[src/hw/rtl/lebc_pkg.sv]
`timescale 1ns / 1ps
// lebc_pkg: types, constants and opcode classification for the leb128 canonicalizer
// depends on nothing; imported by opcode_stream_leb128_canonicalizer_unit
package lebc_pkg;

	localparam int VALUE_BITS   = 64;
	localparam int DIGIT_BITS   = 7;
	// digits needed to cover VALUE_BITS, the last one may be partial
	localparam int LEB_DIGITS   = (VALUE_BITS + DIGIT_BITS - 1) / DIGIT_BITS;
	localparam int LAST_BITS    = VALUE_BITS - (LEB_DIGITS - 1) * DIGIT_BITS;
	localparam int CNT_W        = $clog2(LEB_DIGITS + 1);
	localparam int FIX_W        = 4;
	localparam int VALS_W       = 2;

	localparam logic [FIX_W-1:0] FIX_LONG   = FIX_W'(8);
	localparam logic [FIX_W-1:0] FIX_SHORT  = FIX_W'(4);
	localparam logic [FIX_W-1:0] TARGET_LEN = FIX_W'(4);

	localparam logic [7:0] OP_BR_TABLE = 8'h08;
	localparam logic [7:0] OP_CONST64  = 8'h12;
	localparam logic [7:0] OP_CONST32  = 8'h13;

	typedef enum logic [2:0] {
		MODE_OPCODE,
		MODE_FIXED,
		MODE_ULEB,
		MODE_SLEB,
		MODE_BR_FIRST,
		MODE_BR_COUNT,
		MODE_TARGETS
	} parse_mode_t;

	typedef enum logic {
		ST_RUN,
		ST_EMIT
	} ctl_state_t;

	typedef enum logic [2:0] {
		CLS_NONE,
		CLS_SLEB,
		CLS_ULEB1,
		CLS_ULEB2,
		CLS_FIX8,
		CLS_FIX4,
		CLS_BRTAB,
		CLS_BAD
	} op_class_t;

	function automatic op_class_t op_class(input logic [7:0] op);
		op_class_t cls;
		if (op inside {[8'h00:8'h05], 8'h0a, 8'h0f, 8'h39, 8'h3b, [8'h40:8'hba]}) begin
			cls = CLS_NONE;
		end else if (op inside {8'h10, 8'h11}) begin
			cls = CLS_SLEB;
		end else if (op inside {8'h09, 8'h14, 8'h15}) begin
			cls = CLS_ULEB1;
		end else if (op inside {8'h06, 8'h07, [8'h16:8'h18], [8'h20:8'h36]}) begin
			cls = CLS_ULEB2;
		end else if (op == OP_CONST64) begin
			cls = CLS_FIX8;
		end else if (op == OP_CONST32) begin
			cls = CLS_FIX4;
		end else if (op == OP_BR_TABLE) begin
			cls = CLS_BRTAB;
		end else begin
			cls = CLS_BAD;
		end
		return cls;
	endfunction

endpackage

[src/hw/rtl/opcode_stream_leb128_canonicalizer_unit.sv]
`timescale 1ns / 1ps
// opcode_stream_leb128_canonicalizer_unit: top level of the leb128 canonicalizer
// depends on lebc_pkg
// an opcode or raw byte is loaded into the output register when it is taken
// throughput: one input word per cycle while results are taken; a final leb128 byte starts
// a serial emitter that sends one 7-bit digit per cycle while results are taken, input held meanwhile
// after an unknown opcode one error word is sent and further words are taken and dropped
// reset (arst_n low) returns to opcode mode, clears the accumulator, counters and halt flag
module opcode_stream_leb128_canonicalizer_unit
	import lebc_pkg::*;
(
	input  logic       clk,
	input  logic       arst_n,
	input  logic       in_valid,
	output logic       in_ready,
	input  logic [7:0] in_byte,
	input  logic       body_end,
	output logic       out_valid,
	input  logic       out_ready,
	output logic [7:0] out_byte,
	output logic       last_of_run,
	output logic       status
);

	ctl_state_t             st_q, st_d;
	parse_mode_t            mode_q, mode_d;
	logic [FIX_W-1:0]       fixed_q, fixed_d;
	logic [VALS_W-1:0]      vals_q, vals_d;
	logic [VALUE_BITS-1:0]  acc_q, acc_d;
	logic [CNT_W-1:0]       cnt_q, cnt_d;
	logic [VALUE_BITS-1:0]  tl_q, tl_d;
	logic                   halted_q, halted_d;
	logic                   sgn_q, sgn_d;

	logic                   out_valid_q;
	logic [7:0]             out_byte_q;
	logic                   out_last_q;
	logic                   out_status_q;

	logic                   out_free;
	logic                   in_fire;
	logic                   emit_start;
	logic                   emit_more;
	logic                   emit_fire;
	logic                   pass_load;
	logic                   pass_status;
	logic [VALUE_BITS-1:0]  acc_shift;
	logic [VALUE_BITS-DIGIT_BITS-1:0] upper;

	assign out_free = !out_valid_q || out_ready;
	assign in_fire  = in_valid && in_ready;

	// serial emitter: low digit of acc_q goes out, the rest shifts down
	assign upper = acc_q[VALUE_BITS-1:DIGIT_BITS];
	always_comb begin
		if (sgn_q) begin
			emit_more = !(((upper == '0) && !acc_q[DIGIT_BITS-1]) ||
				((&upper) && acc_q[DIGIT_BITS-1]));
			acc_shift = {{DIGIT_BITS{acc_q[VALUE_BITS-1]}}, upper};
		end else begin
			emit_more = |upper;
			acc_shift = {{DIGIT_BITS{1'b0}}, upper};
		end
	end

	// next control state
	always_comb begin
		st_d = st_q;
		case (st_q)
			ST_RUN: begin
				if (emit_start) st_d = ST_EMIT;
			end
			ST_EMIT: begin
				if (out_free && !emit_more) st_d = ST_RUN;
			end
			default: st_d = ST_RUN;
		endcase
	end

	// handshake outputs
	always_comb begin
		in_ready  = 1'b0;
		emit_fire = 1'b0;
		case (st_q)
			ST_RUN:  in_ready  = out_free;
			ST_EMIT: emit_fire = out_free;
			default: in_ready  = 1'b0;
		endcase
	end

	// parser step for one accepted word
	always_comb begin
		logic [VALUE_BITS-1:0] v;
		logic [CNT_W-1:0]      cnt_n;
		logic                  fill;
		mode_d      = mode_q;
		fixed_d     = fixed_q;
		vals_d      = vals_q;
		acc_d       = acc_q;
		cnt_d       = cnt_q;
		tl_d        = tl_q;
		halted_d    = halted_q;
		sgn_d       = sgn_q;
		emit_start  = 1'b0;
		pass_load   = 1'b0;
		pass_status = 1'b0;
		v           = acc_q;
		cnt_n       = cnt_q;
		fill        = 1'b0;

		if (emit_fire) begin
			acc_d = emit_more ? acc_shift : '0;
		end

		if (in_fire && !halted_q) begin
			case (mode_q)
				MODE_OPCODE: begin
					pass_load = 1'b1;
					case (op_class(in_byte))
						CLS_NONE: ;
						CLS_SLEB: mode_d = MODE_SLEB;
						CLS_ULEB1: begin
							mode_d = MODE_ULEB;
							vals_d = VALS_W'(1);
						end
						CLS_ULEB2: begin
							mode_d = MODE_ULEB;
							vals_d = VALS_W'(2);
						end
						CLS_FIX8: begin
							mode_d  = MODE_FIXED;
							fixed_d = FIX_LONG;
						end
						CLS_FIX4: begin
							mode_d  = MODE_FIXED;
							fixed_d = FIX_SHORT;
						end
						CLS_BRTAB: mode_d = MODE_BR_FIRST;
						default: begin
							pass_status = 1'b1;
							halted_d    = 1'b1;
						end
					endcase
				end
				MODE_FIXED: begin
					pass_load = 1'b1;
					if (fixed_q != '0) fixed_d = fixed_q - FIX_W'(1);
					if (fixed_d == '0) mode_d = MODE_OPCODE;
				end
				MODE_TARGETS: begin
					pass_load = 1'b1;
					if (fixed_q != '0) fixed_d = fixed_q - FIX_W'(1);
					if (fixed_d == '0) begin
						if (tl_q != '0) tl_d = tl_q - VALUE_BITS'(1);
						if (tl_d != '0) fixed_d = TARGET_LEN;
						else mode_d = MODE_OPCODE;
					end
				end
				default: begin
					// drop the digit into its slot; bits past VALUE_BITS are lost
					for (int i = 0; i < LEB_DIGITS - 1; i++) begin
						if (cnt_q == CNT_W'(i)) v[i*DIGIT_BITS +: DIGIT_BITS] = in_byte[6:0];
					end
					if (cnt_q == CNT_W'(LEB_DIGITS - 1))
						v[VALUE_BITS-1 -: LAST_BITS] = in_byte[LAST_BITS-1:0];
					if (cnt_q < CNT_W'(LEB_DIGITS)) cnt_n = cnt_q + CNT_W'(1);
					acc_d = v;
					cnt_d = cnt_n;
					if (!in_byte[7]) begin
						// sign fill of all digits above the last one received
						fill = (mode_q == MODE_SLEB) && in_byte[6] &&
							(cnt_n < CNT_W'(LEB_DIGITS));
						if (fill) begin
							for (int i = 0; i < LEB_DIGITS - 1; i++) begin
								if (CNT_W'(i) >= cnt_n) v[i*DIGIT_BITS +: DIGIT_BITS] = '1;
							end
							v[VALUE_BITS-1 -: LAST_BITS] = '1;
						end
						acc_d      = v;
						cnt_d      = '0;
						emit_start = 1'b1;
						sgn_d      = (mode_q == MODE_SLEB);
						case (mode_q)
							MODE_SLEB: mode_d = MODE_OPCODE;
							MODE_ULEB: begin
								if (vals_q != '0) vals_d = vals_q - VALS_W'(1);
								if (vals_d == '0) mode_d = MODE_OPCODE;
							end
							MODE_BR_FIRST: mode_d = MODE_BR_COUNT;
							default: begin
								tl_d = v + VALUE_BITS'(1);
								if (tl_d != '0) begin
									fixed_d = TARGET_LEN;
									mode_d  = MODE_TARGETS;
								end else begin
									mode_d = MODE_OPCODE;
								end
							end
						endcase
					end
				end
			endcase

			if (body_end && !halted_d) begin
				mode_d  = MODE_OPCODE;
				fixed_d = '0;
				vals_d  = '0;
				cnt_d   = '0;
				tl_d    = '0;
				// a finished value still has to go out; it is cleared after emission
				if (!emit_start) acc_d = '0;
			end
		end
	end

	always_ff @(posedge clk or negedge arst_n) begin
		if (!arst_n) begin
			st_q        <= ST_RUN;
			mode_q      <= MODE_OPCODE;
			fixed_q     <= '0;
			vals_q      <= '0;
			acc_q       <= '0;
			cnt_q       <= '0;
			tl_q        <= '0;
			halted_q    <= 1'b0;
			sgn_q       <= 1'b0;
			out_valid_q <= 1'b0;
		end else begin
			st_q     <= st_d;
			mode_q   <= mode_d;
			fixed_q  <= fixed_d;
			vals_q   <= vals_d;
			acc_q    <= acc_d;
			cnt_q    <= cnt_d;
			tl_q     <= tl_d;
			halted_q <= halted_d;
			sgn_q    <= sgn_d;
			if (pass_load || emit_fire) out_valid_q <= 1'b1;
			else if (out_ready) out_valid_q <= 1'b0;
		end
	end

	// output word register
	always_ff @(posedge clk) begin
		if (pass_load) begin
			out_byte_q   <= in_byte;
			out_last_q   <= 1'b1;
			out_status_q <= pass_status;
		end else if (emit_fire) begin
			out_byte_q   <= {emit_more, acc_q[DIGIT_BITS-1:0]};
			out_last_q   <= !emit_more;
			out_status_q <= 1'b0;
		end
	end

	assign out_valid   = out_valid_q;
	assign out_byte    = out_byte_q;
	assign last_of_run = out_last_q;
	assign status      = out_status_q;

`ifndef NO_ASSERTIONS
	// once halted, the only word that can be waiting is the error word
	assert property (@(posedge clk) disable iff (!arst_n)
		halted_q && out_valid_q |-> out_status_q)
		else $error("ok word presented after halt");

	// halt is sticky until reset
	assert property (@(posedge clk) disable iff (!arst_n)
		$past(halted_q) |-> halted_q)
		else $error("halt flag dropped");

	// raw byte modes always have bytes pending
	assert property (@(posedge clk) disable iff (!arst_n)
		(mode_q == MODE_TARGETS || mode_q == MODE_FIXED) |-> fixed_q != '0)
		else $error("raw byte mode with no bytes left");
`endif

endmodule
[config.mk]
export PLATFORM = sky130hd
export DESIGN_NAME = opcode_stream_leb128_canonicalizer_unit
export DESIGN_NICKNAME = d
export VERILOG_FILES = /design/src/hw/rtl/lebc_pkg.sv /design/src/hw/rtl/opcode_stream_leb128_canonicalizer_unit.sv
export SDC_FILE = /design/constraint.sdc
export NUM_CORES = 1
export LEC_CHECK = 0
export ABC_AREA = 1
export ABC_CLOCK_PERIOD_IN_PS = 3400
export BUFFER_PORTS_ARGS = -buffer_cell sky130_fd_sc_hd__buf_2
export CAP_MARGIN = 20
export CORE_MARGIN = 10
export CORE_UTILIZATION = 40
export CTS_BUF_LIST = sky130_fd_sc_hd__clkbuf_16
export DETAILED_ROUTE_END_ITERATION = 10
export MAX_ROUTING_LAYER = met4
export RECOVER_POWER = 100
export SETUP_SLACK_MARGIN = 0.4
export SKIP_CTS_REPAIR_TIMING = 1
export SLEW_MARGIN = 10
export SYNTH_ARGS = -nofsm -noshare
export SYNTH_HDL_FRONTEND = slang
export SYNTH_SLANG_ARGS = --single-unit
[constraint.sdc]
create_clock -name clk -period 3.4 [get_ports clk]
set_input_delay 0.34 -clock clk [delete_from_list [all_inputs] [get_ports clk]]
set_output_delay 0.34 -clock clk [all_outputs]
set_load 0.005 [all_outputs]
==> After elaboration in Yosys (flattened, before gate mapping) <==
Cells that the tools add are included.
{ "word_totals": {"register_bits": 155} }
{ "classes": {"reduce_logical": 56, "order_cmp": 19, "bitwise": 3, "eq_ne": 49, "addsub": 5, "muxes": 112} }
{ "ops": {"columns": ["cell", "count"], "rows": [
  ["64-bit 2-to-1 mux", 20],
  ["64-bit nonzero test", 3],
  ["64-bit one-hot mux with 2 select lines", 1],
  ["7-bit 2-to-1 mux", 18],
  ["4-bit 2-to-1 mux", 17],
  ["64-bit by 1-bit adder with 64-bit output, second input constant", 1],
  ["64-bit by 1-bit subtractor with 64-bit output, second input constant", 1],
  ["57-bit zero test", 1],
  ["57-bit AND reduction", 1],
  ["57-bit OR reduction", 1],
  ["8-bit by 5-bit == test with 1-bit output, second input constant", 6],
  ["3-bit 2-to-1 mux", 13],
  ["8-bit by 4-bit == test with 1-bit output, second input constant", 4],
  ["1-bit 2-to-1 mux", 23],
  ["2-bit 2-to-1 mux", 10],
  ["3-bit one-hot mux with 3 select lines", 2],
  ["4-bit by 3-bit == test with 1-bit output, second input constant", 4],
  ["8-bit by 3-bit == test with 1-bit output, second input constant", 2],
  ["8-bit by 6-bit == test with 1-bit output, second input constant", 2],
  ["3-bit by 4-bit greater-or-equal comparator with 1-bit output, first input constant", 4],
  ["8-bit 2-to-1 mux", 2],
  ["3-bit == test, second input constant", 5],
  ["5-bit AND reduction", 3],
  ["3-bit by 2-bit == test with 1-bit output, second input constant", 4],
  ["other kinds (49)", 96]
]} }

==> Logic depth before layout (Yosys ltp) <==
Gate-level depths: netlist of the first run.
{ "logic_depth": {"depth_word": 19, "ltp_mapped": 27, "depth_no_buf": 27} }

==> Worst setup path after synthesis of the first run <==
No wires, ideal clock.
{ "synth_path": {"path_type": "reg-to-reg", "startpoint": "reg cnt_q[0]", "endpoint": "reg mode_q[2]", "path_stages_with_launch": 23, "setup_time_ns": 0.117, "required_time_ns": 3.283, "synth_period_minus_slack_ns": 3.082, "arrival_ns": 2.965, "slack_ns": 0.318, "cell_sequence": "dfrtp_1 > inv_1 > ha_1 > buf_1 > nand2_1 > nand2_1 > nand2_1 > nand2_4 > ha_1 > nand2_2 > nor2_4 > nand3_4 > nor2_4 > xnor2_1 > nand2_1 > nor2_1 > nand2_1 > nor2_4 > nand3_1 > nand2_1 > nand3_1 > nand2_1 > nand2_1"} }
{ "synth_between": {"elab_chain_cells": 17, "word_cells_on_any_way": 56} }
{ "synth_rtl": {"columns": ["element", "line_no", "text"], "rows": [
  ["from (decl)", "opcode_stream_leb128_canonicalizer_unit.sv:30", "logic [CNT_W-1:0] cnt_q, cnt_d;"],
  ["from (signal assigned)", "opcode_stream_leb128_canonicalizer_unit.sv:234", "cnt_q <= cnt_d;"],
  ["4-bit by 1-bit adder with 4-bit output / 4-bit less-than comparator (equally long branches)", "opcode_stream_leb128_canonicalizer_unit.sv:166", "if (cnt_q < CNT_W'(LEB_DIGITS)) cnt_n = cnt_q + CNT_W'(1);"],
  ["4-bit 2-to-1 mux", "opcode_stream_leb128_canonicalizer_unit.sv:166", null],
  ["4-bit 2-to-1 mux", "opcode_stream_leb128_canonicalizer_unit.sv:116", "case (mode_q)"],
  ["4-bit 2-to-1 mux", "opcode_stream_leb128_canonicalizer_unit.sv:115", "if (in_fire && !halted_q) begin"],
  ["1-bit by 4-bit greater-or-equal comparator with 1-bit output, or another cell as far along", "opcode_stream_leb128_canonicalizer_unit.sv:175", "if (CNT_W'(i) >= cnt_n) v[i*DIGIT_BITS +: DIGIT_BITS] = '1;"],
  ["7-bit 2-to-1 mux / 1-bit logical AND (equally long branches)", "opcode_stream_leb128_canonicalizer_unit.sv:175, opcode_stream_leb128_canonicalizer_unit.sv:171", null],
  ["64-bit 2-to-1 mux *", "opcode_stream_leb128_canonicalizer_unit.sv:173", "if (fill) begin"],
  ["64-bit 2-to-1 mux *", "opcode_stream_leb128_canonicalizer_unit.sv:169", "if (!in_byte[7]) begin"],
  ["64-bit 2-to-1 mux *", "opcode_stream_leb128_canonicalizer_unit.sv:116", null],
  ["64-bit 2-to-1 mux *", "opcode_stream_leb128_canonicalizer_unit.sv:115", null],
  ["64-bit by 1-bit adder with 64-bit output *", "opcode_stream_leb128_canonicalizer_unit.sv:191", "tl_d = v + VALUE_BITS'(1);"],
  ["64-bit nonzero test *", "opcode_stream_leb128_canonicalizer_unit.sv:192", "if (tl_d != '0) begin"],
  ["3-bit 2-to-1 mux *", "opcode_stream_leb128_canonicalizer_unit.sv:192", null],
  ["3-bit one-hot mux with 3 select lines *", "opcode_stream_leb128_canonicalizer_unit.sv:183", "case (mode_q)"],
  ["3-bit 2-to-1 mux *", "opcode_stream_leb128_canonicalizer_unit.sv:169", null],
  ["3-bit one-hot mux with 3 select lines *", "opcode_stream_leb128_canonicalizer_unit.sv:116", null],
  ["3-bit 2-to-1 mux *", "opcode_stream_leb128_canonicalizer_unit.sv:204", "if (body_end && !halted_d) begin"],
  ["to (signal assigned)", "opcode_stream_leb128_canonicalizer_unit.sv:230", "mode_q <= mode_d;"],
  ["to (decl)", "opcode_stream_leb128_canonicalizer_unit.sv:26", "parse_mode_t mode_q, mode_d;"]
]} }
Mark *: on every way between the ends. The rest lies on a longest branch, timed or not. The select of a mux whose other input is x is not followed.
A chain may end at the register's enable or synchronous reset.

==> Final worst setup path of the first run <==
{ "layout_path": {"startpoint": "reg cnt_q[3]", "endpoint": "reg mode_q[2]"} }
Same word-level chain as after synthesis.

==> flow_results.xml, run 1 <==
<?xml version="1.0" encoding="UTF-8"?>
<metrics>
  <group name="synthesis">
    <metric name="mapped_nets" unit="">2583</metric>
    <metric name="synth_largest_area_cell" unit="">dfrtp_1</metric>
    <metric name="synthMostInstantiatedCell" unit="">nand2_1</metric>
    <metric name="synth.top_cells.by_count" unit="">nand2_1 (702), nor2_1 (358), inv_1 (293)</metric>
    <metric name="ys.warnings.count" unit="">0</metric>
    <metric name="yosys_register_bits" unit="">155</metric>
    <metric name="netlist_area" unit="sq um">15500</metric>
    <metric name="synth_sequential_area_ratio" unit="%">25.3</metric>
    <metric name="netlist_instances" unit="">2563</metric>
    <metric name="synth_area_leaders" unit="">dfrtp_1 (23%), nand2_1 (17%), nor2_1 (8.7%), inv_1 (7.1%), nand3_1 (6.6%)</metric>
    <metric name="ys_types" unit="">58</metric>
    <metric name="synth_top_area_share" unit="%">23.4</metric>
    <metric name="asyncSetResetFlopFracSynth" unit="%">93.5</metric>
    <metric name="syn_avg_cell_area" unit="sq um">6.05</metric>
    <metric name="synth_edf_count" unit="">9</metric>
    <metric name="synth_ff_type" unit="">dfrtp_1</metric>
  </group>
  <group name="worst_setup_path">
    <metric name="crit_chain" unit="">buf_4, inv_6, nand3_4, nand2_8, inv_8, nor2_4, nand2_4, nand2_4, ha_4, nand2_8, nor2_4, nand3_4, nor2_8, xor2_4, nand2_1, nor2_1, nand2_1, nor2_4, nand3_2, nand2_2, nand3_2, nand2_1, nand2_1</metric>
    <metric name="startpoint_type" unit="">flop</metric>
    <metric name="critical_path_class" unit="">flop to flop</metric>
    <metric name="path_delay_family" unit="">simple AND/OR/NAND/NOR gates</metric>
    <metric name="timing.rr.start" unit="">cnt_q[3]</metric>
    <metric name="critPathArrivalTime" unit="ns">3.81</metric>
    <metric name="worst_path_most_repeated_cell" unit="">nand2_1</metric>
    <metric name="worstPathBufferInverterCount" unit="">3</metric>
    <metric name="cp-startpoint" unit="">cnt_q[3]</metric>
    <metric name="timing.critical_path.to_type" unit="">flop</metric>
    <metric name="crit_path_max_fanout" unit="">8</metric>
    <metric name="cpPeakStageDelay" unit="ns">0.47</metric>
    <metric name="crit_required" unit="ns">3.80</metric>
    <metric name="crit_slowest_cell" unit="">dfrtp_2</metric>
  </group>
  <group name="sta">
    <metric name="setup_viol" unit="">1</metric>
    <metric name="postLayoutSetupSlackWorst" unit="ns">-0.0123</metric>
    <metric name="fmax" unit="MHz">293</metric>
    <metric name="setup_repair_after_global_routing_missed_its_margin" unit="">true</metric>
    <metric name="final_max_slew_viol_count" unit="">66</metric>
    <metric name="layout_worst_path_cycle_share" unit="%">100</metric>
    <metric name="tightest_slew" unit="ns">1.91</metric>
    <metric name="fin_skew" unit="ns">0.0153</metric>
    <metric name="final_hold_viol_count" unit="">0</metric>
    <metric name="post-route-min-period" unit="ns">3.41</metric>
    <metric name="max_slew_margin" unit="%">-27.3</metric>
  </group>
  <group name="drt">
    <metric name="residual_drc" unit="">0</metric>
    <metric name="route.vias.total" unit="">18885</metric>
    <metric name="drtPass1Iterations" unit="">6</metric>
    <metric name="wl_per_cell" unit="um">19.0</metric>
    <metric name="ant_nets" unit="">0</metric>
    <metric name="route.final.wire_length" unit="mm">66.5</metric>
    <metric name="detail_route.iter0.violations" unit="">1912</metric>
    <metric name="detail_route.vias_per_cell" unit="">5.41</metric>
  </group>
  <group name="global_routing">
    <metric name="grt.total_usage" unit="%">28.5</metric>
    <metric name="grt_start_max_net_pins" unit="">83</metric>
    <metric name="wire_length_of_the_first_global_routing_pass" unit="mm">101</metric>
    <metric name="grt-ovfl-total" unit="">0</metric>
    <metric name="number_of_global_route_vias_before_repair" unit="">17802</metric>
    <metric name="antenna_found_initial" unit="">0</metric>
  </group>
  <group name="clocking">
    <metric name="clk_tree_root_cell" unit="">clkbuf_16</metric>
    <metric name="clk_latency" unit="ns">0.51</metric>
    <metric name="cts.htree.levels" unit="">4</metric>
    <metric name="cts.sinks" unit="">155</metric>
    <metric name="cts_tree" unit="">yes</metric>
    <metric name="clk_path_buf_depth" unit="">2</metric>
    <metric name="number_of_cts_inserted_buffers" unit="">17</metric>
    <metric name="cts.reportedPaths.clkPinSlew" unit="ns">0.07</metric>
  </group>
  <group name="job">
    <metric name="maxCapViolCount" unit="">1</metric>
  </group>
  <group name="layout">
    <metric name="fill_cells" unit="">3936</metric>
    <metric name="final_util" unit="%">54.6</metric>
    <metric name="area_occupied_by_registers" unit="sq um">3920</metric>
    <metric name="layout-drive-gt1-share" unit="%">29.1</metric>
    <metric name="net_total_in_the_final_layout" unit="">2982</metric>
    <metric name="multi_input_area" unit="sq um">11000</metric>
    <metric name="antenna_cells" unit="">0</metric>
    <metric name="layout-area-overhead-vs-synth" unit="%">35.5</metric>
  </group>
  <group name="power">
    <metric name="netSwitchingFraction" unit="%">31.6</metric>
    <metric name="pwr-share-seq" unit="%">42.2</metric>
    <metric name="power.internal" unit="mW">3.15</metric>
    <metric name="combinationalPowerShare" unit="%">15.0</metric>
    <metric name="vdd.ir_drop.worst" unit="uV">408</metric>
    <metric name="fin_total_pwr" unit="mW">4.60</metric>
    <metric name="switching_power" unit="mW">1.46</metric>
    <metric name="pwr_density_cell" unit="nW/um^2">219</metric>
    <metric name="power.share.clock" unit="%">42.9</metric>
    <metric name="cellLeakagePower" unit="nW">10.4</metric>
  </group>
  <group name="place">
    <metric name="dp_hpwl" unit="mm">52.9</metric>
    <metric name="numPortBuffers" unit="">24</metric>
    <metric name="finalWeightedCongestion" unit="">1.04</metric>
  </group>
  <group name="floorplanning">
    <metric name="rows" unit="">72</metric>
    <metric name="io_pins" unit="">25</metric>
    <metric name="floorplan.initialDensity" unit="%">40.3</metric>
    <metric name="die_w" unit="um">217</metric>
    <metric name="die_area" unit="sq um">47000</metric>
    <metric name="core_area" unit="sq um">38500</metric>
    <metric name="die_h" unit="um">217</metric>
  </group>
  <group name="run_status">
    <metric name="status" unit="">finished with violations</metric>
    <metric name="violations" unit="">max-capacitance violations, max-slew violations, negative setup slack</metric>
  </group>
  <group name="worst_hold_path">
    <metric name="timing.hold.worst.class" unit="">primary input to flop</metric>
    <metric name="hold_path_startpoint" unit="">out_ready</metric>
  </group>
</metrics>
## per-stage QoR
stage | hold slack (ns) | area, sq um | instances | setup TNS, ns | setup WS (ns)
finish | 0.303 | 21000 | 3493 | -0.0123 | -0.0123
global route | 0.335 | 21000 | 3493 | -0.848 | -0.153
CTS | -0.143 | 19700 | 3465 | -0.941 | -0.175
detailed placement | 0.413 | 19100 | 3433 | -0.879 | -0.160
global placement | 0.408 | 19100 | 3433 | -0.323 | -0.0691
floorplan | 0.0444 | 15500 | 2563 | 0 | 0.406
## worst reg2reg max path: stages, from the launching register on
cell and delay [ns]:
dfrtp_2 0.47, buf_4 0.17, inv_6 0.11, nand3_4 0.11, nand2_8 0.13, inv_8 0.05, nor2_4 0.14, nand2_4 0.14
nand2_4 0.12, ha_4 0.16, nand2_8 0.07, nor2_4 0.16, nand3_4 0.18, nor2_8 0.22, xor2_4 0.22, nand2_1 0.08
nor2_1 0.11, nand2_1 0.10, nor2_4 0.16, nand3_2 0.10, nand2_2 0.09, nand3_2 0.06, nand2_1 0.09, nand2_1 0.05
## routing by layer
layer	up-vias	track usage, %	wire length, um
met4	0	17.6	4070
met1	8707	33.9	27600
met5	-	-	0
li1	9239	-	-
met2	753	44.6	30900
met3	186	4.76	3930
## kinds of logic after synthesis
| group | Yosys count | synth area share, % |
|---|---|---|
| AND/OR/NAND/NOR | 1516 | 43.7 |
| buffers and inverters | 419 | 10.7 |
| AO/OA/AOI/OAI | 398 | 15.8 |
| flip-flops | 155 | 25.3 |
| XOR/XNOR | 68 | 3.89 |
| adder cells (fa/ha/maj) | 7 | 0.565 |
## cell usage in the layout (no fill, tap or decap), types with 65 or more instances in the layout
cell type / synthesis / layout
a21oi_1: 67 / 65
nor3_1: 86 / 74
nand2_1: 702 / 641
buf_4: 1 / 425
nand3_1: 204 / 188
nor2_1: 358 / 274
dfrtp_1: 145 / 143
inv_1: 293 / 286
nand2_2: 29 / 76
o21ai_0: 152 / 119
nor2_2: 12 / 79
## flip-flops by register name, summed over array words and instances (netlist names)
| name | cells |
|---|---|
| tl_q | 64 |
| status | 1 |
| fixed_q | 4 |
| mode_q | 3 |
| out_byte | 8 |
| vals_q | 2 |
| acc_q | 64 |
| halted_q | 1 |
| last_of_run | 1 |
| sgn_q | 1 |
| cnt_q | 4 |
| out_valid | 1 |
| st_q | 1 |
## power by group through the flow
stage / combinational (mW) / sequential, mW / clock [mW]
2_1_floorplan: 0.357 / 1.98 / 0
3_3_place_gp: 0.677 / 1.97 / 0
3_5_place_dp: 0.679 / 1.97 / 0
4_1_cts: 0.682 / 1.94 / 2.02
5_1_grt: 0.742 / 1.95 / 2.08
6_report: 0.690 / 1.94 / 1.97
## path summary, 6_finish.rpt
check | endpoint | slack [ns] | cells past startpoint
setup / recovery | mode_q[2] | -0.01 | 23
hold / removal | out_valid | 0.30 | 6
setup reg to reg | mode_q[2] | -0.01 | 23
hold reg to reg | last_of_run | 0.47 | 2
max in group asynchronous | cnt_q[2] | 0.84 | 3
min in group asynchronous | tl_q[8] | 0.90 | 2
## layout make-up
class | instances | share of cell area [%]
multi-input cells | 1990 | 52.3
clock buffers | 17 | 2.03
clock inverters | 15 | 0.721
repair buffers | 478 | 17.4
inverters | 320 | 5.82
flip-flops and latches | 155 | 18.7
well taps | 518 | 3.09
(Power assumes the default switching activity.)
==> run 2, diff against run 1 <==
--- a/config.mk
+++ b/config.mk
@@ -10,10 +10,11 @@
 export BUFFER_PORTS_ARGS = -buffer_cell sky130_fd_sc_hd__buf_2
 export CAP_MARGIN = 20
 export CORE_MARGIN = 10
-export CORE_UTILIZATION = 40
+export CORE_UTILIZATION = 52
 export CTS_BUF_LIST = sky130_fd_sc_hd__clkbuf_16
 export DETAILED_ROUTE_END_ITERATION = 10
 export MAX_ROUTING_LAYER = met4
+export PLACE_DENSITY = 0.68
 export RECOVER_POWER = 100
 export SETUP_SLACK_MARGIN = 0.4
 export SKIP_CTS_REPAIR_TIMING = 1
==> run 2 against run 1 <==
The flow still finishes with violations (max-capacitance violations, max-slew violations, negative setup slack); global-route usage up 6.8 points; final area fell by 2.8%; critical path type unchanged; worst setup slack got worse by 0.020 ns; via count grew 2.2%; hold slack better by 0.014 ns; die area down 21%.
==> flow_results.xml, run 2 (synthesis gave the netlist of run 1 again) <==
<?xml version="1.0" encoding="UTF-8"?>
<metrics>
  <group name="drt">
    <metric name="detail_route.iter0.violations" unit="">2604</metric>
    <metric name="route.final.wire_length" unit="mm">67.0</metric>
    <metric name="ant_nets" unit="">0</metric>
    <metric name="wl_per_cell" unit="um">20.5</metric>
    <metric name="residual_drc" unit="">0</metric>
    <metric name="drtPass1Iterations" unit="">6</metric>
    <metric name="detail_route.vias_per_cell" unit="">5.92</metric>
    <metric name="route.vias.total" unit="">19299</metric>
  </group>
  <group name="clocking">
    <metric name="clk_path_buf_depth" unit="">2</metric>
    <metric name="clk_tree_root_cell" unit="">clkbuf_16</metric>
    <metric name="cts.sinks" unit="">155</metric>
    <metric name="clk_latency" unit="ns">0.48</metric>
    <metric name="cts_tree" unit="">yes</metric>
    <metric name="cts.htree.levels" unit="">4</metric>
    <metric name="cts.reportedPaths.clkPinSlew" unit="ns">0.07</metric>
    <metric name="number_of_cts_inserted_buffers" unit="">17</metric>
  </group>
  <group name="run_status">
    <metric name="violations" unit="">max-capacitance violations, max-slew violations, negative setup slack</metric>
    <metric name="status" unit="">finished with violations</metric>
  </group>
  <group name="power">
    <metric name="cellLeakagePower" unit="nW">10.1</metric>
    <metric name="vdd.ir_drop.worst" unit="uV">678</metric>
    <metric name="combinationalPowerShare" unit="%">14.9</metric>
    <metric name="pwr-share-seq" unit="%">41.5</metric>
    <metric name="netSwitchingFraction" unit="%">31.1</metric>
    <metric name="switching_power" unit="mW">1.46</metric>
    <metric name="pwr_density_cell" unit="nW/um^2">229</metric>
    <metric name="power.share.clock" unit="%">43.7</metric>
    <metric name="power.internal" unit="mW">3.22</metric>
  </group>
  <group name="floorplanning">
    <metric name="die_w" unit="um">193</metric>
    <metric name="core_area" unit="sq um">29600</metric>
    <metric name="rows" unit="">63</metric>
    <metric name="die_h" unit="um">193</metric>
    <metric name="floorplan.initialDensity" unit="%">52.4</metric>
    <metric name="die_area" unit="sq um">37100</metric>
    <metric name="io_pins" unit="">25</metric>
  </group>
  <group name="worst_setup_path">
    <metric name="timing.critical_path.to_type" unit="">flop</metric>
    <metric name="startpoint_type" unit="">flop</metric>
    <metric name="critPathArrivalTime" unit="ns">3.81</metric>
    <metric name="critical_path_class" unit="">flop to flop</metric>
    <metric name="crit_required" unit="ns">3.77</metric>
    <metric name="crit_path_max_fanout" unit="">11</metric>
  </group>
  <group name="layout">
    <metric name="commonest_non_fill_non_tap_cell_in_the_layout" unit="">nand2_1</metric>
    <metric name="layout-area-overhead-vs-synth" unit="%">31.7</metric>
    <metric name="fill_cells" unit="">2605</metric>
    <metric name="layout-drive-gt1-share" unit="%">28.4</metric>
    <metric name="final_cell_mix" unit="">nand2_1 (633), buf_4 (316), inv_1 (284)</metric>
    <metric name="net_total_in_the_final_layout" unit="">2875</metric>
  </group>
  <group name="place">
    <metric name="dp_worst_setup_slack" unit="ns">-0.338</metric>
    <metric name="dp_hpwl" unit="mm">49.9</metric>
    <metric name="finalWeightedCongestion" unit="">1.05</metric>
    <metric name="numPortBuffers" unit="">24</metric>
  </group>
  <group name="sta">
    <metric name="postLayoutSetupSlackWorst" unit="ns">-0.0323</metric>
    <metric name="max_slew_margin" unit="%">-46.6</metric>
    <metric name="tightest_slew" unit="ns">2.20</metric>
    <metric name="totalNegativeSetupSlack" unit="ns">-0.0548</metric>
    <metric name="fmax" unit="MHz">291</metric>
    <metric name="setup_repair_after_global_routing_missed_its_margin" unit="">true</metric>
    <metric name="setup_viol" unit="">3</metric>
    <metric name="post-route-min-period" unit="ns">3.43</metric>
    <metric name="fin_skew" unit="ns">0.0122</metric>
    <metric name="final_hold_viol_count" unit="">0</metric>
    <metric name="final_max_slew_viol_count" unit="">67</metric>
    <metric name="layout_worst_path_cycle_share" unit="%">101</metric>
  </group>
  <group name="global_routing">
    <metric name="grt-ovfl-total" unit="">0</metric>
    <metric name="grt_start_max_net_pins" unit="">83</metric>
    <metric name="number_of_global_route_vias_before_repair" unit="">17434</metric>
    <metric name="grt.total_usage" unit="%">35.3</metric>
    <metric name="antenna_found_initial" unit="">2</metric>
    <metric name="wire_length_of_the_first_global_routing_pass" unit="mm">98.7</metric>
  </group>
  <group name="job">
    <metric name="maxCapViolCount" unit="">1</metric>
  </group>
  <group name="worst_hold_path">
    <metric name="timing.hold.worst.class" unit="">primary input to flop</metric>
  </group>
</metrics>
## run 2: cell count changes in the layout (fill, tap and decap cells not counted), sizes merged
cell / delta
bufinv: +1
diode: +2
nand2: +2
nand3: +1
clkinv: -5
clkinvlp: +4
buf: -110
## run 2: layout make-up
type,instances,area [sq um],area share [%]
multi-input combinational,1993,11300,55.2
sequential,155,3940,19.3
timing repair buffer,368,2870,14.0
inverter,320,1240,6.09
tap,390,488,2.39
clock buffer,17,425,2.08
clock inverter,15,174,0.852
antenna,2,5.00,0.0245
## run 2: power groups by stage
stage          Combinational, mW  Clock (mW)  Sequential, mW
4_1_cts                    0.663        2.04            1.94
5_1_grt                    0.731        2.12            1.94
2_1_floorplan              0.357           0            1.98
6_report                   0.695        2.04            1.94
3_3_place_gp               0.654           0            1.97
3_5_place_dp               0.659           0            1.97
## run 2: stage by stage
step	total power, mW	utilization, %	instances	hold slack [ns]	instance area (sq um)
3_5_place_dp	2.63	60.3	3156	0.422	17800
2_1_floorplan	2.33	-	2563	0.0444	15500
6_report	4.68	69.0	3260	0.317	20400
3_3_place_gp	2.63	60.3	3156	0.417	17800
4_1_cts	4.64	62.4	3188	-0.0650	18400
5_1_grt	4.79	69.0	3260	0.379	20400
## run 2: per-layer routing
metal  global-route usage [%]  part of all wire (%)  up-vias
li1                         -                     -     9001
met1                     42.3                    39     8869
met2                     55.9                    46     1154
met3                     5.02                   8.1      275
met4                     20.8                   6.9        0
met5                        -                     0        -
## run 2: path summary, 6_finish.rpt
path	from	endpoint	slack, ns	cells past startpoint
worst max-delay path	cnt_q[3]	mode_q[2]	-0.03	22
worst min-delay path	out_ready	out_valid	0.32	6
worst max register to register	cnt_q[3]	mode_q[2]	-0.03	22
worst min register to register	last_of_run	last_of_run	0.47	2
max in group asynchronous	arst_n	cnt_q[3]	0.51	3
min in group asynchronous	arst_n	tl_q[8]	1.01	2
## run 2: worst max-delay path, stage by stage, from the launching register on
cell and delay [ns]:
dfrtp_2 0.48, buf_6 0.17, clkinv_8 0.07, buf_12 0.10, nand3_4 0.12, o21ai_1 0.56
o21ai_2 0.19, buf_4 0.17, nand3_1 0.18, nor2_1 0.06, nand2_1 0.13, buf_4 0.16
nor2_1 0.05, nand2_1 0.09, nand3_1 0.08, nor2_1 0.09, nand2_1 0.09, nor2_4 0.15
nand3_2 0.11, nand2_2 0.10, nand3_2 0.05, nand2_1 0.06, nand2_1 0.05
